<file path="config.mk">
export PLATFORM = sky130hd
export DESIGN_NAME = ple_cell
export DESIGN_NICKNAME = d
export VERILOG_FILES = /design/src/rtl/ple_pkg.sv /design/src/rtl/ple_cell.sv
export SDC_FILE = /design/constraint.sdc
export NUM_CORES = 1
export LEC_CHECK = 0
export ABC_AREA = 0
export BUFFER_PORTS_ARGS = -buffer_cell sky130_fd_sc_hd__buf_2
export CORE_MARGIN = 4
export CORE_UTILIZATION = 51
export CTS_BUF_LIST = sky130_fd_sc_hd__clkbuf_4
export DETAILED_ROUTE_END_ITERATION = 7
export HOLD_SLACK_MARGIN = 0.1
export PLACE_DENSITY = 0.95
export SYNTH_ARGS = -nofsm -noshare
export SYNTH_HDL_FRONTEND = slang
export SYNTH_SLANG_ARGS = --single-unit
</file>
<file path="constraint.sdc">
create_clock -name clock -period 7.25 [get_ports clock]
set_input_delay 1.0875 -clock clock [delete_from_list [all_inputs] [get_ports clock]]
set_output_delay 1.0875 -clock clock [all_outputs]
set_load 0.01 [all_outputs]
</file>
<file path="src/rtl/ple_pkg.sv">
package ple_pkg;

   localparam int CAPACITY = 64;
   localparam int DATA_W   = 32;
   localparam int CNT_W    = $clog2(CAPACITY + 1);
   // position field in the cell control word, wide enough for the largest list
   localparam int POS_W    = 11;
   localparam int OP_W     = 3;
   localparam int STATUS_W = 2;

   typedef enum logic [OP_W-1:0] {
      OP_PUSH_FRONT = 3'd0,
      OP_PUSH_BACK  = 3'd1,
      OP_INSERT_AT  = 3'd2,
      OP_POP_FRONT  = 3'd3,
      OP_POP_BACK   = 3'd4,
      OP_REMOVE_AT  = 3'd5,
      OP_UPDATE_AT  = 3'd6
   } op_type;

   typedef enum logic [STATUS_W-1:0] {
      ST_OK    = 2'd0,
      ST_EMPTY = 2'd1,
      ST_POS   = 2'd2,
      ST_FULL  = 2'd3
   } status_type;

   typedef enum logic [1:0] {
      CELL_HOLD,
      CELL_INSERT,
      CELL_REMOVE,
      CELL_WRITE
   } cell_cmd_type;

   typedef enum logic {
      S_IDLE,
      S_COLLECT
   } fsm_state_type;

   typedef struct packed {
      cell_cmd_type        cmd;
      logic [POS_W-1:0]    pos;
      logic [DATA_W-1:0]   value;
      logic                capture;
   } cell_ctrl_type;

endpackage

</file>
<file path="src/rtl/ple_cell.sv">
module ple_cell #(
   parameter int CELL_IDX = 0
) (
   input  logic                          clock,
   input  ple_pkg::cell_ctrl_type        ctrl,
   input  logic [ple_pkg::DATA_W-1:0]    left_data,
   input  logic [ple_pkg::DATA_W-1:0]    right_data,
   output logic [ple_pkg::DATA_W-1:0]    data,
   output logic [ple_pkg::DATA_W-1:0]    tap
);

   localparam logic [ple_pkg::POS_W-1:0] MY_POS = ple_pkg::POS_W'(CELL_IDX);

   logic [ple_pkg::DATA_W-1:0] value_ff, value_in;
   logic [ple_pkg::DATA_W-1:0] tap_ff, tap_in;
   logic                       hit, behind;

   assign hit    = (ctrl.pos == MY_POS);
   assign behind = (MY_POS > ctrl.pos);

   always_comb begin
      value_in = value_ff;
      case (ctrl.cmd)
         ple_pkg::CELL_INSERT: begin
            if (hit)
               value_in = ctrl.value;
            else if (behind)
               value_in = left_data;
         end
         ple_pkg::CELL_REMOVE: begin
            if (hit || behind)
               value_in = right_data;
         end
         ple_pkg::CELL_WRITE: begin
            if (hit)
               value_in = ctrl.value;
         end
         default: value_in = value_ff;
      endcase
   end

   // tap holds the removed element for the collect cycle, zero elsewhere
   always_comb begin
      tap_in = tap_ff;
      if (ctrl.capture)
         tap_in = (ctrl.cmd == ple_pkg::CELL_REMOVE && hit) ? value_ff : '0;
   end

   always_ff @(posedge clock) begin
      value_ff <= value_in;
      tap_ff   <= tap_in;
   end

   assign data = value_ff;
   assign tap  = tap_ff;

endmodule

</file>
Yosys cells after proc, flatten, opt, wreduce, memory -nomap -nowiden:

Index checks and enable logic that the tools add are counted.

* logic and storage cells: 19
* input port bits: 111
* output and inout port bits: 64
* flip-flop bits (word level): 64

* order comparisons: 1
* equality and inequality tests: 6
* mux-type cells: 5
* reductions and logical operators: 5

Operators by type and width (count)
* $mux W32: 4
* $pmux W32 S3: 1
* $gt A1 B11 Y1 const A: 1
* $logic_not A11 Y1: 1
* $eq A2 B2 Y1 const B: 2
* $ne A2 B2 Y1 const B: 2
* $reduce_and A4 Y1: 1
* $ne A3 B3 Y1 const B: 1
* $reduce_bool A3 Y1: 1
* $eq A2 B1 Y1 const B: 1
* $logic_and A1 B1 Y1: 1
* $logic_or A1 B1 Y1: 1

Logic depth before layout (Yosys ltp):

* depth after elaboration: 4
* depth in mapped cells: 6
* gate-level depth less buffers: 3

Worst setup path before layout:

Ideal clock, no wire load.

* path kind: input to register
* start point: input ctrl[33] in the netlist's numbering
* end point: register value_ff (netlist bit data[0]) (enable)
* arrival time: 3.660 ns
* setup time: 0.421 ns
* stages: 5
* setup slack: 3.169 ns
* path buffers: 2
* data required time: 6.829 ns
* path through: or4_4 > buf_6 > or3_4 > buf_6 > nor2_1

* word-level cells in the longest chain between the ends: 4
* elaborated cells on any way between the ends: 7
* classes of those cells: order compare: 1; eq/ne: 3; reduce/logical: 3

Ends and longest elaborated chain
* start: declaration: line ple_cell.sv:5 `input ple_pkg::cell_ctrl_type ctrl,`
* $gt A1 B11 Y1 / $logic_not A11 Y1 (equally long branches): line ple_cell.sv:19, ple_cell.sv:18
* $logic_or A1 B1 Y1: line ple_cell.sv:31 `if (hit || behind)`
* $ne A2 B2 Y1 (no source line)
* $reduce_and A4 Y1 (no source line) (*)
* end signal: assignment: line ple_cell.sv:50 `value_ff <= value_in;`
* end: declaration: line ple_cell.sv:14 `logic [ple_pkg::DATA_W-1:0] value_ff, value_in;`

Mark *: on every way between the ends. The rest lies on a longest branch, timed or not.
A chain may end at the register's enable or synchronous reset.

Final worst setup path:

* start point: input ctrl[38] in the netlist's numbering
* end point: register value_ff (netlist bit data[29]) (enable)

The elaborated chain is that of the path after synthesis.

==> results_dict.tcl <==
set metrics [dict create \
    powerDensity_nw_per_um2 168.1 \
    syn-num-nets 410 \
    worstSetupPathType "input pin to flip-flop" \
    seqPwrFrac 0.560 \
    avgSynthCellArea_sq_um 11.48 \
    synth_edf_count 64 \
    swShare 0.2300 \
    n_fill_cell 508 \
    cp.required_ns 7.30 \
    overflow 0 \
    nNetsFinal 563 \
    maxCapViolCount 0 \
    worst_pin_slew_ns 1.329 \
    vias_per_cell 5.644 \
    cellLeakagePower_uw 0.001902 \
    fin_hold_ws_ns 0.5546 \
    drc 0 \
    grtUsageTotal 0.2278 \
    seq_area_frac_synth 0.5600 \
    rsz0062_at_grt "false" \
    cts_hold_buffers 0 \
    area.growth.synth_to_final_pct 28.11 \
    synth_top_area_frac 0.5600 \
    p_clk_frac 0.304 \
    core_area_sq_um 6459 \
    clockBufferDepth 2 \
    setup_tns_ns 0 \
    clock_skew_ns 0.006956 \
    gp_congestion 0.9043 \
    clkTransAtPathRegs_ns 0.09 \
    vdd_drop_max_v 0.00008467 \
    end_kind "flip-flop" \
    min_period_over_period 0.4664 \
    cts_tree "yes" \
    drt-total-wl_mm 9.552 \
    start_util 0.5314 \
    hp-start "data[0]$_DFFE_PP_" \
    die_area_sq_um 8106 \
    die_y_um 90.04 \
    antenna_found_initial 0 \
    reg2reg_slack_ns 6.42 \
    ys_top_cells_by_area "edfxtp_1, o311ai_1, a22oi_1" \
    crit_path_max_incr_delay_ns 1.02 \
    min_period_ns 3.381 \
    power_uw 739.1 \
    min_path_type "flip-flop to flip-flop" \
    dr.first_iter.drc_count 227 \
    grt_pass1_vias 2955 \
    cts-root-buf "clkbuf_4" \
    relSlewSlack 0.1098 \
    start_kind "input pin" \
    drive_gt1_frac 0.4245 \
    ioPinCount 175 \
    p_comb_frac 0.137 \
    antenna_left 0 \
    hold-path-cell-count 1 \
    placementRows 29 \
    synth_warnings 0 \
    wl_per_cell_um 17.89 \
    cts_setup_buffers 0 \
    placed_area_sq_um 4267 \
    status "finished, final reports clean" \
    clock-sinks 64 \
    die_w_um 90.04 \
    synth.distinct_cells 18 \
    cp_max_fo 34 \
    reg2reg_from "data[25]$_DFFE_PP_" \
    ys_ff_latch 64 \
    fmax_mhz 295.8 \
    holdPathEnd "tap[0]$_SDFFCE_PN0P_" \
    grt_pass1_wl_mm 14.91 \
    netlist_top_cells_count "edfxtp_1, and2_1, nor2b_1" \
    antennaDiodeCount 0 \
    grt_max_degree 69 \
    multi_input_area_sq_um 1250 \
    port_buffers 174 \
    finalInstanceArea_sq_um 4397 \
    dr_total_vias 3014 \
    cts_buffers 9 \
    drv_slew 0 \
    critPathArrivalTime_ns 3.43 \
    syn_inst 299 \
    worst-path-buf-inv 2 \
    synthArstFlopShare 0 \
    switching_power_uw 170.0 \
    hold_violations 0 \
    p_int_uw 569.0 \
    synth_area_sq_um 3432 \
    area.sequential_sq_um 1922 \
    synth_ff_type "edfxtp_1" \
    clk_latency_ns 0.38 \
    startpoint "ctrl[38]" \
    crit_family "simple AND/OR/NAND/NOR gates" \
    synth.largest_area_cell "edfxtp_1" \
    htreeDepth 3 \
    dr.pass1.iters 5 \
    cp_cell_sequence "buf_2, or4_1, or3_4, nor2_2, buf_4" \
    synth.most_common_cell "edfxtp_1" \
    final-setup-viol-count 0 \
    r2r_end "tap[25]$_SDFFCE_PN0P_" \
    cts_resized 0 \
    critical_path.slowest_cell "or4_1" \
    reg2reg_depth 1 \
    dp_hpwl_mm 7.146 \
]
[layer usage]
metal	track usage	part of all wire
met2	0.3746	0.50
met3	0.04174	0.064
met4	0.08546	0.018
met5	0	0
met1	0.3007	0.41
[layout by cell type, fill, tap and decap left out]
master / instances
nor4_4: 1
or3_1: 1
bufinv_16: 1
and2_1: 33
or4_1: 1
nor2b_1: 32
a22oi_1: 32
or4_4: 1
clkinv_1: 2
o311ai_1: 29
o311ai_0: 3
or3_4: 1
clkinv_2: 2
nor2b_2: 1
nor2_2: 1
nor2_1: 1
clkbuf_4: 11
inv_1: 32
buf_4: 1
nand2b_1: 1
o31ai_1: 32
edfxtp_1: 64
buf_2: 174
[state kept, by name, indices dropped and copies added (netlist names)]
| name | cells |
|---|---|
| data | 32 |
| tap | 32 |
[final cells by class]
class / instances / area share
inverters: 32 / 0.02732
flip-flops and latches: 64 / 0.4371
well taps: 77 / 0.02191
clock buffers: 11 / 0.01878
repair buffers: 175 / 0.1998
multi-input cells: 170 / 0.2843
clock inverters: 5 / 0.01081
[worst max-delay path by stage]
stage                                     to  slack, ns  cells after the start
after floorplan            data[0]$_DFFE_PP_       3.17                      5
after global placement     data[0]$_DFFE_PP_       3.55                      5
after detailed placement  data[29]$_DFFE_PP_       3.49                      5
after CTS                 data[15]$_DFFE_PP_       3.92                      5
after global routing      data[17]$_DFFE_PP_       3.66                      4
final                     data[29]$_DFFE_PP_       3.87                      5
[per-stage QoR]
stage / utilization / setup slack (ns) / std cells
after floorplan: - / 3.169 / 299
after detailed placement: 0.6606 / 3.489 / 518
after global placement: 0.6606 / 3.545 / 518
after CTS: 0.6807 / 3.922 / 534
final: 0.6807 / 3.869 / 534
after global routing: 0.6807 / 3.659 / 534
[power groups by stage]
stage / logic [uW] / registers [uW] / clock network [uW]
after global placement: 97.8 / 422 / 0
final: 101 / 414 / 224
after CTS: 99.7 / 414 / 229
after floorplan: 46.9 / 425 / 0
after global routing: 111 / 414 / 246
after detailed placement: 99.4 / 422 / 0
[logic make-up (layout without fill, tap and decap cells)]
group,count (synthesis),in the layout,synth area share
DFF,64,64,0.5600
and+or+nand+nor,74,74,0.1385
AOI/OAI and AO/OA,96,96,0.2217
buffers and inverters,65,223,0.07984
Power figures use the tool's default switching activity.
