$ cat config.mk
export PLATFORM = sky130hd
export DESIGN_NAME = ple_ctrl_flat
export DESIGN_NICKNAME = d
export VERILOG_FILES = /design/src/rtl/ple_pkg.sv /design/src/rtl/ple_if.sv /design/src/rtl/ple_ctrl.sv /design/src/flat_wrapper.sv
export SDC_FILE = /design/constraint.sdc
export NUM_CORES = 1
export LEC_CHECK = 0
export BUFFER_PORTS_ARGS = -buffer_cell sky130_fd_sc_hd__clkbuf_2
export CORE_UTILIZATION = 50
export CTS_CLUSTER_SIZE = 12
export DETAILED_ROUTE_END_ITERATION = 7
export PLACE_DENSITY = 0.92
export SLEW_MARGIN = 0
export SYNTH_ARGS = -nofsm -noshare
export SYNTH_HDL_FRONTEND = slang
export SYNTH_SLANG_ARGS = --single-unit
export TNS_END_PERCENT = 5
$ cat constraint.sdc
create_clock -name clock -period 8.83 [get_ports clock]
set_input_delay 2.2075 -clock clock [delete_from_list [all_inputs] [get_ports clock]]
set_output_delay 2.2075 -clock clock [all_outputs]
set_load 0.03 [all_outputs]
$ cat src/rtl/ple_pkg.sv
package ple_pkg;

   localparam int CAPACITY = 64;
   localparam int DATA_W   = 32;
   localparam int CNT_W    = $clog2(CAPACITY + 1);
   // position field in the cell control word, wide enough for the largest list
   localparam int POS_W    = 11;
   localparam int OP_W     = 3;
   localparam int STATUS_W = 2;

   typedef enum logic [OP_W-1:0] {
      OP_PUSH_FRONT = 3'd0,
      OP_PUSH_BACK  = 3'd1,
      OP_INSERT_AT  = 3'd2,
      OP_POP_FRONT  = 3'd3,
      OP_POP_BACK   = 3'd4,
      OP_REMOVE_AT  = 3'd5,
      OP_UPDATE_AT  = 3'd6
   } op_type;

   typedef enum logic [STATUS_W-1:0] {
      ST_OK    = 2'd0,
      ST_EMPTY = 2'd1,
      ST_POS   = 2'd2,
      ST_FULL  = 2'd3
   } status_type;

   typedef enum logic [1:0] {
      CELL_HOLD,
      CELL_INSERT,
      CELL_REMOVE,
      CELL_WRITE
   } cell_cmd_type;

   typedef enum logic {
      S_IDLE,
      S_COLLECT
   } fsm_state_type;

   typedef struct packed {
      cell_cmd_type        cmd;
      logic [POS_W-1:0]    pos;
      logic [DATA_W-1:0]   value;
      logic                capture;
   } cell_ctrl_type;

endpackage

$ cat src/rtl/ple_if.sv
interface ple_req_if #(parameter int IDX_W = ple_pkg::CNT_W);
   logic                              valid;
   logic                              ready;
   logic [ple_pkg::OP_W-1:0]          op;
   logic signed [ple_pkg::DATA_W-1:0] value_in;
   logic [IDX_W-1:0]                  index;
   logic                              clear_all;

   modport source (output valid, output op, output value_in, output index,
                   output clear_all, input ready);
   modport sink   (input valid, input op, input value_in, input index,
                   input clear_all, output ready);
endinterface

interface ple_rsp_if #(parameter int CNT_W = ple_pkg::CNT_W);
   logic                              valid;
   logic                              ready;
   logic [ple_pkg::STATUS_W-1:0]      status;
   logic signed [ple_pkg::DATA_W-1:0] value_out;
   logic [CNT_W-1:0]                  count;

   modport source (output valid, output status, output value_out, output count,
                   input ready);
   modport sink   (input valid, input status, input value_out, input count,
                   output ready);
endinterface

$ cat src/rtl/ple_ctrl.sv
module ple_ctrl #(
   parameter int CAPACITY = ple_pkg::CAPACITY,
   parameter int CNT_W    = $clog2(CAPACITY + 1)
) (
   input  logic                          clock,
   input  logic                          reset,
   ple_req_if.sink                       req_chan,
   ple_rsp_if.source                     rsp_chan,
   input  logic [ple_pkg::DATA_W-1:0]    tap_or,
   output ple_pkg::cell_ctrl_type        cell_ctrl
);

   localparam logic [CNT_W-1:0] CAP_CNT = CNT_W'(CAPACITY);

   ple_pkg::fsm_state_type state_ff, state_in;
   logic [CNT_W-1:0]       count_ff, count_in;
   ple_pkg::status_type    st_ff, st_in;

   logic                              rsp_valid_ff, rsp_valid_in;
   logic [ple_pkg::STATUS_W-1:0]      rsp_status_ff;
   logic [ple_pkg::DATA_W-1:0]        rsp_value_ff;
   logic [CNT_W-1:0]                  rsp_count_ff;

   ple_pkg::op_type        op_sel;
   ple_pkg::cell_cmd_type  cmd_dec;
   logic [CNT_W-1:0]       idx, ins_pos, rem_pos, pos_dec, count_dec;
   ple_pkg::status_type    st_dec;
   logic                   accept, load_rsp;

   assign op_sel = ple_pkg::op_type'(req_chan.op);
   assign idx    = CNT_W'(req_chan.index);
   assign accept = req_chan.valid && req_chan.ready;

   always_comb begin
      case (op_sel)
         ple_pkg::OP_PUSH_FRONT: ins_pos = '0;
         ple_pkg::OP_PUSH_BACK:  ins_pos = count_ff;
         default:                ins_pos = idx;
      endcase
      case (op_sel)
         ple_pkg::OP_POP_FRONT: rem_pos = '0;
         ple_pkg::OP_POP_BACK:  rem_pos = count_ff - 1'b1;
         default:               rem_pos = idx;
      endcase
   end

   always_comb begin
      st_dec    = ple_pkg::ST_OK;
      cmd_dec   = ple_pkg::CELL_HOLD;
      pos_dec   = '0;
      count_dec = count_ff;
      if (req_chan.clear_all) begin
         st_dec    = (count_ff == '0) ? ple_pkg::ST_EMPTY : ple_pkg::ST_OK;
         count_dec = '0;
      end else begin
         case (op_sel)
            ple_pkg::OP_PUSH_FRONT, ple_pkg::OP_PUSH_BACK, ple_pkg::OP_INSERT_AT: begin
               if (ins_pos > count_ff)
                  st_dec = ple_pkg::ST_POS;
               else if (count_ff >= CAP_CNT)
                  st_dec = ple_pkg::ST_FULL;
               else begin
                  cmd_dec   = ple_pkg::CELL_INSERT;
                  pos_dec   = ins_pos;
                  count_dec = count_ff + 1'b1;
               end
            end
            ple_pkg::OP_POP_FRONT, ple_pkg::OP_POP_BACK, ple_pkg::OP_REMOVE_AT: begin
               if (count_ff == '0)
                  st_dec = ple_pkg::ST_EMPTY;
               else if (rem_pos >= count_ff)
                  st_dec = ple_pkg::ST_POS;
               else begin
                  cmd_dec   = ple_pkg::CELL_REMOVE;
                  pos_dec   = rem_pos;
                  count_dec = count_ff - 1'b1;
               end
            end
            ple_pkg::OP_UPDATE_AT: begin
               if (idx >= count_ff)
                  st_dec = ple_pkg::ST_POS;
               else begin
                  cmd_dec = ple_pkg::CELL_WRITE;
                  pos_dec = idx;
               end
            end
            default: st_dec = ple_pkg::ST_OK;
         endcase
      end
   end

   // next state
   always_comb begin
      state_in = state_ff;
      case (state_ff)
         ple_pkg::S_IDLE:    if (accept) state_in = ple_pkg::S_COLLECT;
         ple_pkg::S_COLLECT: if (load_rsp) state_in = ple_pkg::S_IDLE;
         default:            state_in = ple_pkg::S_IDLE;
      endcase
   end

   // outputs of the state machine
   always_comb begin
      req_chan.ready = 1'b0;
      load_rsp       = 1'b0;
      case (state_ff)
         ple_pkg::S_IDLE:    req_chan.ready = 1'b1;
         ple_pkg::S_COLLECT: load_rsp = !rsp_valid_ff || rsp_chan.ready;
         default:            req_chan.ready = 1'b0;
      endcase
   end

   always_comb begin
      cell_ctrl.cmd     = accept ? cmd_dec : ple_pkg::CELL_HOLD;
      cell_ctrl.pos     = ple_pkg::POS_W'(pos_dec);
      cell_ctrl.value   = req_chan.value_in;
      cell_ctrl.capture = accept;
   end

   assign count_in = accept ? count_dec : count_ff;
   assign st_in    = accept ? st_dec : st_ff;

   always_comb begin
      rsp_valid_in = rsp_valid_ff;
      if (load_rsp)
         rsp_valid_in = 1'b1;
      else if (rsp_chan.ready)
         rsp_valid_in = 1'b0;
   end

   always_ff @(posedge clock) begin
      if (reset) begin
         state_ff     <= ple_pkg::S_IDLE;
         count_ff     <= '0;
         rsp_valid_ff <= 1'b0;
      end else begin
         state_ff     <= state_in;
         count_ff     <= count_in;
         rsp_valid_ff <= rsp_valid_in;
      end
   end

   always_ff @(posedge clock) begin
      st_ff <= st_in;
      if (load_rsp) begin
         rsp_status_ff <= st_ff;
         rsp_value_ff  <= tap_or;
         rsp_count_ff  <= count_ff;
      end
   end

   assign rsp_chan.valid     = rsp_valid_ff;
   assign rsp_chan.status    = rsp_status_ff;
   assign rsp_chan.value_out = rsp_value_ff;
   assign rsp_chan.count     = rsp_count_ff;

endmodule

$ cat src/flat_wrapper.sv
// flat-port wrapper written by rule: the top's interface ports become plain ports
module ple_ctrl_flat 
#(
   parameter int CAPACITY = ple_pkg::CAPACITY,
   parameter int CNT_W    = $clog2(CAPACITY + 1)
)
  (clock, reset, tap_or, cell_ctrl, req_chan_valid, req_chan_op, req_chan_value_in, req_chan_index, req_chan_clear_all, req_chan_ready, rsp_chan_valid, rsp_chan_status, rsp_chan_value_out, rsp_chan_count, rsp_chan_ready);
  ple_req_if req_chan_i ();
  ple_rsp_if #(.CNT_W(CNT_W)) rsp_chan_i ();
  input  logic clock;
  input  logic reset;
  input  logic [ple_pkg::DATA_W-1:0] tap_or;
  output ple_pkg::cell_ctrl_type cell_ctrl;
  input wire logic [$bits(req_chan_i.valid)-1:0] req_chan_valid;
  input wire logic [$bits(req_chan_i.op)-1:0] req_chan_op;
  input wire logic [$bits(req_chan_i.value_in)-1:0] req_chan_value_in;
  input wire logic [$bits(req_chan_i.index)-1:0] req_chan_index;
  input wire logic [$bits(req_chan_i.clear_all)-1:0] req_chan_clear_all;
  output wire logic [$bits(req_chan_i.ready)-1:0] req_chan_ready;
  output wire logic [$bits(rsp_chan_i.valid)-1:0] rsp_chan_valid;
  output wire logic [$bits(rsp_chan_i.status)-1:0] rsp_chan_status;
  output wire logic [$bits(rsp_chan_i.value_out)-1:0] rsp_chan_value_out;
  output wire logic [$bits(rsp_chan_i.count)-1:0] rsp_chan_count;
  input wire logic [$bits(rsp_chan_i.ready)-1:0] rsp_chan_ready;
  assign req_chan_i.valid = req_chan_valid;
  assign req_chan_i.op = req_chan_op;
  assign req_chan_i.value_in = req_chan_value_in;
  assign req_chan_i.index = req_chan_index;
  assign req_chan_i.clear_all = req_chan_clear_all;
  assign req_chan_ready = req_chan_i.ready;
  assign rsp_chan_valid = rsp_chan_i.valid;
  assign rsp_chan_status = rsp_chan_i.status;
  assign rsp_chan_value_out = rsp_chan_i.value_out;
  assign rsp_chan_count = rsp_chan_i.count;
  assign rsp_chan_i.ready = rsp_chan_ready;
  ple_ctrl #(.CAPACITY(CAPACITY), .CNT_W(CNT_W)) u_core (.clock(clock), .reset(reset), .req_chan(req_chan_i), .rsp_chan(rsp_chan_i), .tap_or(tap_or), .cell_ctrl(cell_ctrl));
endmodule
Word-level counts from Yosys, hierarchy flattened
Cells that the tools add are included.
{"block": "totals", "reg_bits": 52, "input_bits": 79, "out_inout_bits": 89, "wordCells": 72}
{"block": "classes", "add_sub_neg": 2, "magnitude_cmp": 4, "n_eq_ne": 10, "n_mux": 38, "bitwise": 1, "reduce_logical": 10}
{"operator": "7-bit two-way mux", "n": 11}
{"operator": "7-bit case mux with 2 select lines", "n": 3}
{"operator": "2-bit two-way mux", "n": 12}
{"operator": "7-bit case mux with 3 select lines", "n": 1}
{"operator": "7-bit greater-or-equal comparator", "n": 2}
{"operator": "3-bit inequality test (second input constant)", "n": 4}
{"operator": "2-bit case mux with 3 select lines", "n": 2}
{"operator": "3-bit == test (second input constant)", "n": 3}
{"operator": "1-bit two-way mux", "n": 8}
{"operator": "7-bit by 1-bit adder with 7-bit output (second input constant)", "n": 1}
{"operator": "7-bit greater-or-equal comparator (second input constant)", "n": 1}
{"operator": "7-bit > comparator", "n": 1}
{"operator": "7-bit zero test", "n": 1}
{"operator": "7-bit by 1-bit subtractor with 7-bit output (second input constant)", "n": 1}
{"operator": "3-bit by 2-bit == test with 1-bit output (second input constant)", "n": 2}
{"operator": "6-bit AND reduction", "n": 1}
{"operator": "3-bit OR reduction", "n": 2}
{"operator": "3-bit by 1-bit == test with 1-bit output (second input constant)", "n": 1}
{"operator": "3-bit zero test", "n": 1}
{"operator": "3-bit nonzero test", "n": 1}
{"operator": "1-bit case mux with 2 select lines", "n": 1}
{"operator": "2-bit nonzero test", "n": 1}
{"operator": "1-bit logical AND", "n": 1}
{"operator": "1-bit zero test", "n": 1}
{"operator": "other kinds (2)", "n": 2}

Depth between registers and ports, before layout
{"block": "depth", "depth_word": 8, "ltp_mapped": 13, "ltp_nobuf": 13}

Worst setup path before layout
No wires, ideal clock.
{"block": "synth_path", "path_kind": "input-to-output", "from": "input port req_chan_op[0]", "to": "output port cell_ctrl[38] in the netlist's numbering", "arrival_ps": 4737, "required_time_ps": 6622, "path_slack_ps": 1886, "path_stages": 11, "path_buffers": 2, "path_cell_list": "buf_2 -> nor2_1 -> clkbuf_1 -> nor2_1 -> a311o_1 -> ha_1 -> nor2b_1 -> o21ai_0 -> a2111oi_4 -> nand2_1 -> a31oi_1"}
{"item": "start, declared", "line": "flat_wrapper.sv:15", "rtl": "input wire logic [$bits(req_chan_i.op)-1:0] req_chan_op;"}
{"item": "end, declared", "line": "flat_wrapper.sv:13", "rtl": "output ple_pkg::cell_ctrl_type cell_ctrl;"}

==> metrics <==
EDFF count, synth 43; Total Neg Setup Slack 0 ns; adder-cell share of the synthesized area 8.78%; RSZ-0062 raised after global routing no; Pre-antenna DRT Iters 5; grt ovf 0; Hold Crit Class reg2reg; die area 6880 um2; clock tree buffer depth 2; CP Class in2out; vias in the first global route 2442; ANT nets after route 0; placed cell count 457; # hold bufs at CTS 0; top-count cell post-synth edfxtp_1; Starting Density between 50 and 60%; Seq cells post-synth 52; Yosys Warn Count 0; pwr dens 158 nW/um2; Ports 168; gate count after technology mapping between 300 and 400; htree depth 2; clk_skew 0.00805 ns; Layout Nets 489; Critical Path AT roughly 5.2 ns; Ant. Diodes 0; Flop pwr share slightly below 50%; Slew @ Worst Pin 0.681 ns; CORE AREA 6350 um2; Slowest-stage cell, CP nor2_1; Synth top area share just under 40%; post-synth top area cell edfxtp_1; clk root buf clkbuf_8; clock power share 26.4%; via density per instance 5.81; worst path bufs/invs 2; critical path's top delay family simple AND/OR/NAND/NOR gates; fmax 0.135 GHz; via count ~2700; Synth Area in Compound Gates 17.8%; DRT iter0 DRCs 170; global-route wire length before repair about 12000 um; Die Wd 83.0 um; mux contribution to synthesized area 0.305%; critical path required time around 6.6 ns; status finished clean; mapped cell area 3280 um2; largest net degree at the start of global routing 43; total track usage 22.3%; initial antenna violation count 0; Switch Pwr 171 uW; Synth cell types 57; WL per Instance 16.9 um; sequential share of the synthesized area 44.9%; hpwl dp between 6000 and 7000 um; largest stage delay on the critical path 0.61 ns; Clock Sinks 52; die height between 80 and 90 um; buffers added on ports 99; top_reg_cell synth edfxtp_1; slew margin rel. 54.4%; post-synthesis simple-gate area fraction 15.5%; syn_area_per_cell 10.1 um2; worst-skew pair later-pin latency 0.30 ns; LEAKAGE 1.55 nW; final setup violating endpoints 0; crit path time final 7.43 ns; xor/xnor cell area share of the yosys netlist under 10%; Critical Path End Type primary output; setup bufs post-CTS 0; CTS tree built; DRC Markers 0; period utilization 84.1%; area grow syn2layout 12.3%; FFs w/ async S/R, synth 0%; final wirelength around 7900 um; final hold vios 0; Startpoint Class primary input; CP Cell Sequence clkbuf_2, nor2_1, nor2_1, nor3_1, ha_1, a21oi_1, o21ai_0, a2111oi_4, nand2_1, nor3_1, a221o_1, clkbuf_2; clk slew on worst S/H paths 0.09 ns; top cells by area, synth edfxtp_1, ha_1, buf_4; gpl congestion 1.01; FP Rows 29; Non-Filler Instances 465; Net Sw Frac 29.4%; count of pins over their slew limit 0; CTS buffer count 5; peak supply drop ~0.15 mV; share of cells above drive strength 1 roughly a third; maxcap violations 0; list of most frequent post-synthesis cells edfxtp_1, buf_4, nand2_1; Comb pwr share 24.0%; Critical Path Fanout Max 16; largest family of logic cells by synthesized area compound AO/OA/AOI/OAI gates; Internal around 410 uW; CTS resizes 0
## power by group through the flow
stage               clock network [mW]  logic [mW]  registers [mW]
floorplan                            0       0.104           0.317
global placement                     0       0.137           0.294
detailed placement                   0       0.139           0.295
CTS                              0.157       0.140           0.289
global route                     0.166       0.152           0.290
finish                           0.154       0.140           0.289
## worst paths after layout
kind / depth (start not counted) / start / to / slack [ns]
worst max register to register: 13 / u_core.count_ff[1] / u_core.count_ff[1] / 5.05
worst min register to register: 0 / u_core.st_ff[1] / u_core.rsp_chan.status[1] / 0.43
worst min-delay path: 0 / u_core.st_ff[1] / u_core.rsp_chan.status[1] / 0.43
worst max-delay path: 12 / req_chan_op[0] / cell_ctrl[37] / 1.40
## final cells by class
| type | count | area [um2] |
|---|---|---|
| fillers | 515 | 2670 |
| clock buffers | 5 | 68.8 |
| multi-input cells | 217 | 1460 |
| repair buffers | 100 | 503 |
| inverters | 11 | 41.3 |
| flip-flops and latches | 52 | 1470 |
| clock inverters | 3 | 42.5 |
| well taps | 77 | 96.3 |
## flip-flops by register name, indices dropped and copies added, names as in the netlist
| signal | flops |
|---|---|
| u_core.rsp_chan.value_out | 32 |
| u_core.count_ff | 7 |
| u_core.rsp_chan.count | 7 |
| u_core.state_ff | 1 |
| u_core.rsp_chan.status | 2 |
| u_core.rsp_chan.valid | 1 |
| u_core.st_ff | 2 |
## kinds of logic (layout without fill, tap and decap cells)
family	Yosys count	after routing
AO/OA/AOI/OAI	80	80
flip-flops	52	52
other	1	4
multiplexers	1	1
AND/OR/NAND/NOR	104	104
adder cells (fa/ha/maj)	23	23
XOR/XNOR	5	5
buffers and inverters	59	119
## cell usage in the layout (no fill, tap or decap), types with 2 or more instances in the layout
master / synthesis / routed
a31oi_1: 5 / 5
ha_1: 23 / 23
nor2b_1: 2 / 2
nor2_1: 29 / 29
nand3_1: 9 / 9
nor3_1: 8 / 8
nand2_1: 33 / 33
conb_1: 1 / 4
a21o_1: 7 / 7
a32o_1: 2 / 2
o22ai_1: 4 / 4
clkbuf_8: 0 / 5
clkbuf_2: 1 / 99
a21oi_1: 21 / 20
edfxtp_1: 43 / 43
o21ai_1: 6 / 6
and2_1: 5 / 5
nand2b_1: 2 / 2
a221o_1: 4 / 4
nand4_1: 3 / 3
xnor2_1: 4 / 4
o211ai_1: 4 / 4
o31a_1: 3 / 3
o21ai_0: 10 / 10
a32oi_1: 2 / 2
a2111oi_4: 2 / 2
inv_1: 10 / 10
dfxtp_1: 9 / 9
## metal layers
metal / vias up / track usage, % / wire (um)
met2: 176 / 38.3 / 3750
met4: 0 / 10.0 / 240
li1: 1271 / - / -
met5: - / 0 / 0
met1: 1226 / 26.0 / 2970
met3: 28 / 6.06 / 919
## stage by stage
step | utilization, % | setup slack [ns] | instance area [um2] | hold slack, ns | total power, mW
final | 58.0 | 1.40 | 3680 | 0.431 | 0.583
after global placement | 56.2 | 1.53 | 3570 | 0.407 | 0.431
after CTS | 58.0 | 1.45 | 3680 | 0.435 | 0.586
after global routing | 58.0 | 1.20 | 3680 | 0.442 | 0.608
after floorplan | - | 1.89 | 3290 | 0.400 | 0.421
after detailed placement | 56.2 | 1.45 | 3570 | 0.414 | 0.434
Power figures use the tool's default switching activity.
